<file path="config.mk">
export PLATFORM = sky130hd
export DESIGN_NAME = lfu_cache_with_lru_tiebreak
export DESIGN_NICKNAME = d
export VERILOG_FILES = /design/src/rtl/core/lfuc_pkg.sv /design/src/rtl/core/lfu_cache_with_lru_tiebreak.sv /design/src/rtl/core/lfuc_search.sv
export SDC_FILE = /design/constraint.sdc
export NUM_CORES = 2
export LEC_CHECK = 0
export ABC_CLOCK_PERIOD_IN_PS = 9800
export BUFFER_PORTS_ARGS = -buffer_cell sky130_fd_sc_hd__buf_2
export CORE_ASPECT_RATIO = 0.6
export CORE_MARGIN = 2
export CORE_UTILIZATION = 50
export CTS_BUF_LIST = sky130_fd_sc_hd__clkbuf_16
export CTS_CLUSTER_SIZE = 40
export DETAILED_ROUTE_END_ITERATION = 12
export GPL_TIMING_DRIVEN = 0
export PLACE_DENSITY = 0.71
export SYNTH_ARGS = -nofsm -noshare
export SYNTH_HDL_FRONTEND = slang
export SYNTH_HIERARCHICAL = 1
export SYNTH_SLANG_ARGS = --single-unit
export TNS_END_PERCENT = 50
</file>
<file path="constraint.sdc">
create_clock -name clock -period 9.8 [get_ports clock]
set_input_delay 1.96 -clock clock [delete_from_list [all_inputs] [get_ports clock]]
set_output_delay 1.96 -clock clock [all_outputs]
set_load 0.02 [all_outputs]
</file>
<file path="src/rtl/core/lfuc_pkg.sv">
package lfuc_pkg;

   // Field widths fixed by the request and result formats
   localparam int KEY_W = 32;
   localparam int VAL_W = 32;
   localparam int CFG_W = 5;

   // Capacity register value after reset
   localparam logic [CFG_W-1:0] CAP_RESET = 5'd16;

   // Request kinds
   localparam logic ACT_GET = 1'b0;
   localparam logic ACT_PUT = 1'b1;

   // Control from the sequencer to the search unit
   typedef struct packed {
      logic clear;
      logic step;
   } srch_ctrl_type;

endpackage

</file>
<file path="src/rtl/core/lfu_cache_with_lru_tiebreak.sv">
// Channel   Ports                                 Handshake
// request   start, busy, req_action/key/value     taken when start & !busy
// result    rsp_valid, rsp_hit/read_value/...     one-cycle strobe, cannot stall
// config    csr_valid, csr_ready, csr_data        written when csr_valid & csr_ready
//
// Entries live in one memory with a registered read port; one entry is read per cycle.
// An item takes a search pass over the N entries in use and a decision step, followed,
// when an entry changes, by a read-modify-write pass over the same entries.
// Valid entries always occupy the lowest indices, so a fill count marks them and
// reset needs no clearing pass. Reset is synchronous and active high.
// The result strobe fires once per item; the receiver cannot stall it.
module lfu_cache_with_lru_tiebreak import lfuc_pkg::*; #(
   parameter int CAPACITY    = 16,
   parameter int COUNT_WIDTH = 16
) (
   input  logic             clock,
   input  logic             reset,
   input  logic             start,
   output logic             busy,
   input  logic             req_action,
   input  logic [KEY_W-1:0] req_key,
   input  logic [VAL_W-1:0] req_value,
   output logic             rsp_valid,
   output logic             rsp_hit,
   output logic [VAL_W-1:0] rsp_read_value,
   output logic             rsp_evicted,
   output logic [KEY_W-1:0] rsp_evicted_key,
   input  logic             csr_valid,
   output logic             csr_ready,
   input  logic [CFG_W-1:0] csr_data
);

   localparam int IW = (CAPACITY > 1) ? $clog2(CAPACITY) : 1;
   localparam int OW = $clog2(CAPACITY + 1);
   localparam int CW = (OW > CFG_W) ? OW : CFG_W;

   typedef struct packed {
      logic [KEY_W-1:0]       key;
      logic [VAL_W-1:0]       value;
      logic [COUNT_WIDTH-1:0] count;
      logic [IW-1:0]          rank;
   } word_type;

   typedef enum logic [3:0] {
      ST_IDLE   = 4'b0001,
      ST_SCAN   = 4'b0010,
      ST_DECIDE = 4'b0100,
      ST_UPDATE = 4'b1000
   } state_type;

   word_type         mem [CAPACITY];
   word_type         rd_word_ff;
   logic [IW-1:0]    rd_addr;
   logic             wr_en;
   logic [IW-1:0]    wr_addr;
   word_type         wr_word;
   word_type         upd_word;
   word_type         new_word;

   state_type        state_ff, state_in;
   logic [IW-1:0]    idx_ff, idx_in;
   logic [OW-1:0]    occ_ff, occ_in;
   logic [OW-1:0]    end_ff;
   logic [CFG_W-1:0] cap_ff;
   logic             act_ff;
   logic [KEY_W-1:0] key_ff;
   logic [VAL_W-1:0] val_ff;
   logic             bump_ff, ins_ff, evict_ff;
   logic             rsp_valid_ff, rsp_valid_in;
   logic             rsp_hit_ff;
   logic [VAL_W-1:0] rsp_read_value_ff;
   logic             rsp_evicted_ff;
   logic [KEY_W-1:0] rsp_evicted_key_ff;

   srch_ctrl_type    ctrl;
   logic             found;
   logic [IW-1:0]    match_idx, match_rank, victim_idx, victim_rank;
   logic [VAL_W-1:0] match_value;
   logic [KEY_W-1:0] victim_key;

   logic [CW-1:0]    cap_eff;
   logic             cap_zero;
   logic             bump_w, ins_w, evict_w;
   logic             last;
   logic             accept;

   assign accept    = start && (state_ff == ST_IDLE);
   assign busy      = (state_ff != ST_IDLE);
   assign csr_ready = 1'b1;

   // Clamp the capacity register to the storage size
   assign cap_eff  = (CW'(cap_ff) > CW'(CAPACITY)) ? CW'(CAPACITY) : CW'(cap_ff);
   assign cap_zero = (cap_eff == '0);

   // Decide what the item does once the search pass has finished
   assign bump_w  = found && ((act_ff == ACT_GET) || !cap_zero);
   assign ins_w   = (act_ff == ACT_PUT) && !found && !cap_zero;
   assign evict_w = ins_w && (CW'(occ_ff) >= cap_eff);

   assign last = ((OW'(idx_ff) + OW'(1)) == end_ff);

   // Search unit: key match and victim choice
   lfuc_search #(
      .COUNT_WIDTH (COUNT_WIDTH),
      .IDX_W       (IW)
   ) u_search (
      .clock       (clock),
      .reset       (reset),
      .ctrl        (ctrl),
      .find_key    (key_ff),
      .entry_idx   (idx_ff),
      .entry_key   (rd_word_ff.key),
      .entry_value (rd_word_ff.value),
      .entry_count (rd_word_ff.count),
      .entry_rank  (rd_word_ff.rank),
      .found       (found),
      .match_idx   (match_idx),
      .match_rank  (match_rank),
      .match_value (match_value),
      .victim_idx  (victim_idx),
      .victim_rank (victim_rank),
      .victim_key  (victim_key)
   );

   // Fresh entry for an inserted key
   always_comb begin
      new_word.key   = key_ff;
      new_word.value = val_ff;
      new_word.count = COUNT_WIDTH'(1);
      new_word.rank  = '0;
   end

   // Rewrite one entry during the update pass
   always_comb begin
      upd_word = rd_word_ff;
      if (bump_ff) begin
         if (idx_ff == match_idx) begin
            if (rd_word_ff.count != '1) begin
               upd_word.count = rd_word_ff.count + COUNT_WIDTH'(1);
            end
            upd_word.rank = '0;
            if (act_ff == ACT_PUT) begin
               upd_word.value = val_ff;
            end
         end else if (rd_word_ff.rank < match_rank) begin
            upd_word.rank = rd_word_ff.rank + IW'(1);
         end
      end else if (ins_ff) begin
         if (evict_ff && (idx_ff == victim_idx)) begin
            upd_word = new_word;
         end else if (!(evict_ff && (rd_word_ff.rank > victim_rank))) begin
            upd_word.rank = rd_word_ff.rank + IW'(1);
         end
      end
   end

   // Sequence the search pass, the decision and the update pass
   always_comb begin
      state_in     = state_ff;
      idx_in       = idx_ff;
      occ_in       = occ_ff;
      rd_addr      = '0;
      wr_en        = 1'b0;
      wr_addr      = idx_ff;
      wr_word      = upd_word;
      ctrl         = '0;
      rsp_valid_in = 1'b0;
      unique case (state_ff)
         ST_IDLE: begin
            if (start) begin
               ctrl.clear = 1'b1;
               idx_in     = '0;
               state_in   = (occ_ff == '0) ? ST_DECIDE : ST_SCAN;
            end
         end
         ST_SCAN: begin
            ctrl.step = 1'b1;
            rd_addr   = idx_ff + IW'(1);
            if (last) begin
               state_in = ST_DECIDE;
            end else begin
               idx_in = idx_ff + IW'(1);
            end
         end
         ST_DECIDE: begin
            rsp_valid_in = 1'b1;
            idx_in       = '0;
            if (ins_w && !evict_w) begin
               wr_en   = 1'b1;
               wr_addr = occ_ff[IW-1:0];
               wr_word = new_word;
               occ_in  = occ_ff + OW'(1);
            end
            if ((bump_w || ins_w) && (occ_ff != '0)) begin
               state_in = ST_UPDATE;
            end else begin
               state_in = ST_IDLE;
            end
         end
         ST_UPDATE: begin
            wr_en   = 1'b1;
            rd_addr = idx_ff + IW'(1);
            if (last) begin
               state_in = ST_IDLE;
            end else begin
               idx_in = idx_ff + IW'(1);
            end
         end
         default: begin
            state_in = ST_IDLE;
         end
      endcase
   end

   // Entry memory: one write and one registered read per cycle
   always_ff @(posedge clock) begin
      if (wr_en) begin
         mem[wr_addr] <= wr_word;
      end
      rd_word_ff <= mem[rd_addr];
   end

   // Control state
   always_ff @(posedge clock) begin
      if (reset) begin
         state_ff     <= ST_IDLE;
         occ_ff       <= '0;
         cap_ff       <= CAP_RESET;
         rsp_valid_ff <= 1'b0;
      end else begin
         state_ff     <= state_in;
         occ_ff       <= occ_in;
         rsp_valid_ff <= rsp_valid_in;
         if (csr_valid && csr_ready) begin
            cap_ff <= csr_data;
         end
      end
   end

   // Hold the item, the pass index and the decision
   always_ff @(posedge clock) begin
      idx_ff <= idx_in;
      if (accept) begin
         act_ff <= req_action;
         key_ff <= req_key;
         val_ff <= req_value;
         end_ff <= occ_ff;
      end
      if (state_ff == ST_DECIDE) begin
         bump_ff            <= bump_w;
         ins_ff             <= ins_w;
         evict_ff           <= evict_w;
         rsp_hit_ff         <= found;
         rsp_read_value_ff  <= ((act_ff == ACT_GET) && found) ? match_value : '0;
         rsp_evicted_ff     <= evict_w;
         rsp_evicted_key_ff <= evict_w ? victim_key : '0;
      end
   end

   assign rsp_valid       = rsp_valid_ff;
   assign rsp_hit         = rsp_hit_ff;
   assign rsp_read_value  = rsp_read_value_ff;
   assign rsp_evicted     = rsp_evicted_ff;
   assign rsp_evicted_key = rsp_evicted_key_ff;

endmodule

</file>
<file path="src/rtl/core/lfuc_search.sv">
module lfuc_search import lfuc_pkg::*; #(
   parameter int COUNT_WIDTH = 16,
   parameter int IDX_W       = 4
) (
   input  logic                   clock,
   input  logic                   reset,
   input  srch_ctrl_type          ctrl,
   input  logic [KEY_W-1:0]       find_key,
   input  logic [IDX_W-1:0]       entry_idx,
   input  logic [KEY_W-1:0]       entry_key,
   input  logic [VAL_W-1:0]       entry_value,
   input  logic [COUNT_WIDTH-1:0] entry_count,
   input  logic [IDX_W-1:0]       entry_rank,
   output logic                   found,
   output logic [IDX_W-1:0]       match_idx,
   output logic [IDX_W-1:0]       match_rank,
   output logic [VAL_W-1:0]       match_value,
   output logic [IDX_W-1:0]       victim_idx,
   output logic [IDX_W-1:0]       victim_rank,
   output logic [KEY_W-1:0]       victim_key
);

   logic                   found_ff;
   logic                   have_ff;
   logic [IDX_W-1:0]       match_idx_ff;
   logic [IDX_W-1:0]       match_rank_ff;
   logic [VAL_W-1:0]       match_value_ff;
   logic [IDX_W-1:0]       victim_idx_ff;
   logic [IDX_W-1:0]       victim_rank_ff;
   logic [KEY_W-1:0]       victim_key_ff;
   logic [COUNT_WIDTH-1:0] victim_count_ff;
   logic                   is_match;
   logic                   is_better;

   // Compare the entry on the read port against the running best
   assign is_match  = (entry_key == find_key) && !found_ff;
   assign is_better = !have_ff || (entry_count < victim_count_ff) ||
                      ((entry_count == victim_count_ff) && (entry_rank > victim_rank_ff));

   // Track whether a match and a victim candidate have been seen
   always_ff @(posedge clock) begin
      if (reset || ctrl.clear) begin
         found_ff <= 1'b0;
         have_ff  <= 1'b0;
      end else if (ctrl.step) begin
         if (is_match) begin
            found_ff <= 1'b1;
         end
         if (is_better) begin
            have_ff <= 1'b1;
         end
      end
   end

   // Capture the matching entry and the least used, oldest entry
   always_ff @(posedge clock) begin
      if (ctrl.step) begin
         if (is_match) begin
            match_idx_ff   <= entry_idx;
            match_rank_ff  <= entry_rank;
            match_value_ff <= entry_value;
         end
         if (is_better) begin
            victim_idx_ff   <= entry_idx;
            victim_rank_ff  <= entry_rank;
            victim_key_ff   <= entry_key;
            victim_count_ff <= entry_count;
         end
      end
   end

   assign found       = found_ff;
   assign match_idx   = match_idx_ff;
   assign match_rank  = match_rank_ff;
   assign match_value = match_value_ff;
   assign victim_idx  = victim_idx_ff;
   assign victim_rank = victim_rank_ff;
   assign victim_key  = victim_key_ff;

endmodule
</file>
Yosys cells after proc, flatten, opt, wreduce, memory -nomap -nowiden
Memory sizes are Yosys's and may differ from the RTL's. A register that Yosys moved wholly into a read port is not among the register bits. Index checks and enable logic that the tools add are counted.

Equal/unequal tests: 15. Magnitude comparators: 5. Bitwise gates (word level): 1. Add/subtract/negate cells: 5. Muxes and demuxes: 34. Reductions and logical operators: 31.

Operator list (number): $mux 84 (3); $mux 80 (1); $mux 32 (2); $mux 4 (13); $mux 52 (1); $mux 48 (1); $eq 32x32->1 (1); $add 16x1->16 const B (1); $eq 16x16->1 (1); $lt 16x16->1 (1); $mux 16 (1); $ne 16x16->1 const B (1); $pmux 4 s4 (1); $logic_and 1x1->1 (12); $pmux 4 s3 (1); $logic_not 5->1 (2); $add 4x1->4 const B (2); $eq 4x4->1 (2); $ne 2x2->1 const B (4); $mux 1 (7); $reduce_and 2->1 (3); $reduce_and 3->1 (2); $add 4x1->5 const B (1); $add 5x1->5 const B (1); 19 further kinds (26).

Memories kept: 1. Output and inout bits: 69. Bits in writable memories: 1344. Register bits after elaboration: 255. Input port bits: 74.

Memory list: mem (depth 16, width 84, read ports 1, clocked after Yosys merged registers in 1, wr ports 1, RTL line lfu_cache_with_lru_tiebreak.sv:51) `word_type mem [CAPACITY];`.

Logic depth before layout (Yosys ltp)
Depth in word-level cells: 12. Gate-level depth with buffers: 11.

By module
The synthesis kept the hierarchy.

Modules (own cells, without submodules): lfu_cache_with_lru_tiebreak (cells an instance 3735, sequential area each 46604.7 um2, area each 63065.5 um2, instances 1); lfuc_search (cells an instance 218, sequential area each 2922.8 um2, area each 3808.7 um2, instances 1).

Least setup slack after synthesis
Ideal clock, no wire load.

Kind: register to register. Start point: reg state_ff[3]. End point: mem mem[7][0] in the netlist's numbering (enable). Cell stages (with the launch flop): 8. Data arrival time: 7.351 ns. Path buffers: 1. Data required time: 9.273 ns. Library setup time: 0.527 ns. Slack: 1.922 ns. Cells stage by stage: dfxtp_1 -> buf_6 -> nor4b_4 -> nand2_2 -> nor3_4 -> o21a_1 -> mux2_2 -> nor2_1.

Word-level cells in the longest chain between the ends: 4. Elaborated cells between the ends (all ways): 6.

RTL lines: start: declaration (RTL line lfu_cache_with_lru_tiebreak.sv:60) `state_type state_ff, state_in;`; start signal: assignment (RTL line lfu_cache_with_lru_tiebreak.sv:231) `state_ff <= state_in;`; $eq 4x4->1 / $eq 4x3->1 (equally long branches) (RTL line lfu_cache_with_lru_tiebreak.sv:168) `unique case (state_ff)`; $pmux 1 s2 (RTL line lfu_cache_with_lru_tiebreak.sv:168); $mux 1 (RTL line lfu_cache_with_lru_tiebreak.sv:217) `if (wr_en) begin`; $mux 1 (not written as such) (RTL line lfu_cache_with_lru_tiebreak.sv:218) `mem[wr_addr] <= wr_word;`; end: declaration (RTL line lfu_cache_with_lru_tiebreak.sv:51).

Several ways; a longest one is shown, not always the timed one.

Final worst setup path
Start point: reg idx_ff[1]. End point: reg, netlist name rd_word_ff[19].

Word-level cells in the longest chain between the ends: 2.

RTL lines: start: declaration (RTL line lfu_cache_with_lru_tiebreak.sv:61) `logic [IW-1:0] idx_ff, idx_in;`; start signal: assignment (RTL line lfu_cache_with_lru_tiebreak.sv:242) `idx_ff <= idx_in;`; $add 4x1->4 (RTL line lfu_cache_with_lru_tiebreak.sv:178, lfu_cache_with_lru_tiebreak.sv:202); $mux 4.

Every way passes these cells. A chain may end at the register's enable or synchronous reset.

==> reports/metrics.csv <==
metric,value,unit
vias post-DR,39400,
min-delay worst type,flip-flop to flip-flop,
clk sink count,1683,
clock root buffer,clkbuf_16,
RSZ-0062 raised after global routing,false,
Worst-Margin Slew,1500,ps
Chip Width,476,µm
PortBufs,140,
post-route clock period utilization,55.8,%
fin crit period,5470,ps
net load switching power,4.33,mW
Max clock buf depth,3,
Post-route DRC,0,
CTS H-Tree Depth,4,
first-pass GRT wire length,272,mm
FILL cells,9837,
slack of the critical path,4330,ps
Clock Latency Late Sink,810,ps
Max Cap Violations,3,
hold_buf cts,0,
Post-CTS Setup Bufs,0,
"commonest non-fill, non-tap cells in the layout","1582 x edfxtp_1, 418 x mux2_2, 281 x a21oi_1, 180 x mux2i_1, 179 x buf_2",
CP Launch Type,flip-flop,
kind of critical path,flip-flop to flip-flop,
Die Y-Extent,287,µm
vias per inst,6.32,
Area Growth Syn to Fin,14.1,%
DRT Pass-1 Iters,7,
die area,137000,µm²
PwrDens,212,nW/µm²
largest net degree at the start of global routing,39,
CP Max Fanout,10,
max-slew violation count,1,
Row Count,103,
CTS tree,yes,
Worst-path clk slew,70,ps
fmax,183,MHz
layout cells sized above 1,23.0,%
Synth Net Count,4064,
final setup vio count,0,
#FFs+latches synth,1683,
Post-synth EDFFs,1582,
register area share after synthesis,74.1,%
Resize count post-CTS,0,
Routed Wire Length,194,mm
"FFs w/ async S/R, synth",0,%
cell count after synthesis,3953,
post-synth top area cell,edfxtp_1,
routability cong.,0.919,
vias in the first global route,37100,
Num CTS Buffers,148,
pre-CTS WS,4770,ps
P_int,11.9,mW
switch share,26.7,%
"Distinct cells, synth",76,
status,"finished, violations left",
setup TNS,0,ps
required time worst endpoint,10360,ps
Congestion Overflow GR,0,
Starting DRT DRC Count,6923,
Slew HR,-0.319,%
nets@finish,4435,
combinational share of power,14.1,%
worst hold margin,424,ps
Synth Flop Type,edfxtp_1,
final hold viol count,0,
initial antenna violation count,4,
Yosys warnings,6,
Clk pwr share,35.8,%
failing checks,"capacitance limit, slew limit",
top post-synthesis cells by area,"edfxtp_1 71%, mux2_2 7.0%, dfxtp_1 3.0%, mux2i_1 2.7%, a21oi_1 2.1%",
Detail Route Antenna Nets,0,
Layout Utilization,57.8,%
routed len/inst,31.2,µm
Post-Syn Area per Cell,16.9,µm²
I/O Pins,143,
CP endpoint kind,flip-flop,
part of the power in registers,50.1,%
Initial Utilization,50.6,%
"most common cell after layout, fill and taps aside",edfxtp_1,
Worst Path Arrival,6030,ps
DP Wirelength,132,mm
clk_skew,34.9,ps
top-area cell type share of the netlist area,71.0,%
LEAKAGE,24.8,nW
overall global routing resource usage,28.0,%
Max VDD drop,0.205,mV
core area,132000,µm²
Post-Syn Area,66900,µm²
==> routing by layer <==
metal	vias to the layer above	global-route usage [%]	share of wire, %
met1	19900	43.0	42
met5	-	1.13	0.12
li1	16400	-	-
met3	293	9.46	15
met4	4	8.43	2.8
met2	2875	37.0	40
==> stage by stage <==
step | power (mW) | instance area, µm² | std cells
after CTS | 16.2 | 76300 | 6233
after detailed placement | 10.5 | 71600 | 5959
after floorplan | 9.53 | 66900 | 3953
after global routing | 16.6 | 76300 | 6234
final | 16.2 | 76300 | 6236
after global placement | 10.4 | 69800 | 5878
==> cells in the mapped netlist (81+ instances only) <==
cell type  instances
a21oi_1          281
mux2i_1          180
a221oi_1          83
o21ai_0           81
dfxtp_1          101
nand2_1          123
mux2_2           418
clkbuf_1         155
and3_1            81
nor2_1           130
edfxtp_1        1582
o211ai_1          90
==> cell type report <==
class                      instances  area [µm²]  area share, %
inverter                          46         174          0.228
buffer                           250        1160           1.52
clock buffer                     153        3830           5.02
timing repair buffer             221        2270           2.98
clock inverter                   121         900           1.18
antenna                            3        7.51        0.00984
sequential                      1683       49500           64.9
tap                             1785        2230           2.93
multi-input combinational       1974       16200           21.2
==> sequential cells by signal, indices dropped and copies added (netlist names), 16 cells and up <==
register and count:
key_ff 32, mem 1344, rd_word_ff 84, rsp_evicted_key 32
rsp_read_value 32, u_search/match_value 32, u_search/victim_count_ff 16, u_search/victim_key 32
val_ff 32
==> cell families (layout without fill, tap and decap cells) <==
| kind of cell | count (synthesis) | count (layout) | synth area share [%] |
|---|---|---|---|
| AND/OR/NAND/NOR | 505 | 505 | 3.93 |
| multiplexers | 667 | 667 | 11.7 |
| adder cells (fa/ha/maj) | 37 | 37 | 0.692 |
| other | 1 | 4 | 0.00561 |
| buffers and inverters | 296 | 791 | 1.99 |
| flip-flops | 1683 | 1683 | 74.1 |
| XOR/XNOR | 50 | 50 | 0.677 |
| AO/OA/AOI/OAI | 714 | 714 | 6.91 |
==> worst max-delay path, cell delays in order, from the launching register on <==
cell      delay, ps
edfxtp_1        440
buf_2           240
nand3_1         140
xnor2_2         390
nand2_1         640
clkbuf_1       1060
clkbuf_1       1010
a221oi_1        130
o31ai_1        1140
==> power groups by stage <==
| stage | clock, mW | combinational [mW] | sequential [mW] |
|---|---|---|---|
| 6_report | 5.81 | 2.28 | 8.12 |
| 4_1_cts | 5.83 | 2.21 | 8.12 |
| 3_3_place_gp | 0 | 2.13 | 8.29 |
| 5_1_grt | 6.11 | 2.36 | 8.13 |
| 3_5_place_dp | 0 | 2.20 | 8.28 |
| 2_1_floorplan | 0 | 1.27 | 8.27 |
==> worst paths after layout <==
kind	startpoint	endpoint	slack [ps]	depth (start not counted)
setup / recovery	idx_ff[1]	rd_word_ff[19]	4330	8
hold reg to reg	rd_word_ff[24]	u_search/match_value[4]	420	0
hold / removal	rd_word_ff[24]	u_search/match_value[4]	420	0
setup reg to reg	idx_ff[1]	rd_word_ff[19]	4330	8
Note: power is estimated with default switching activity, not from simulation.
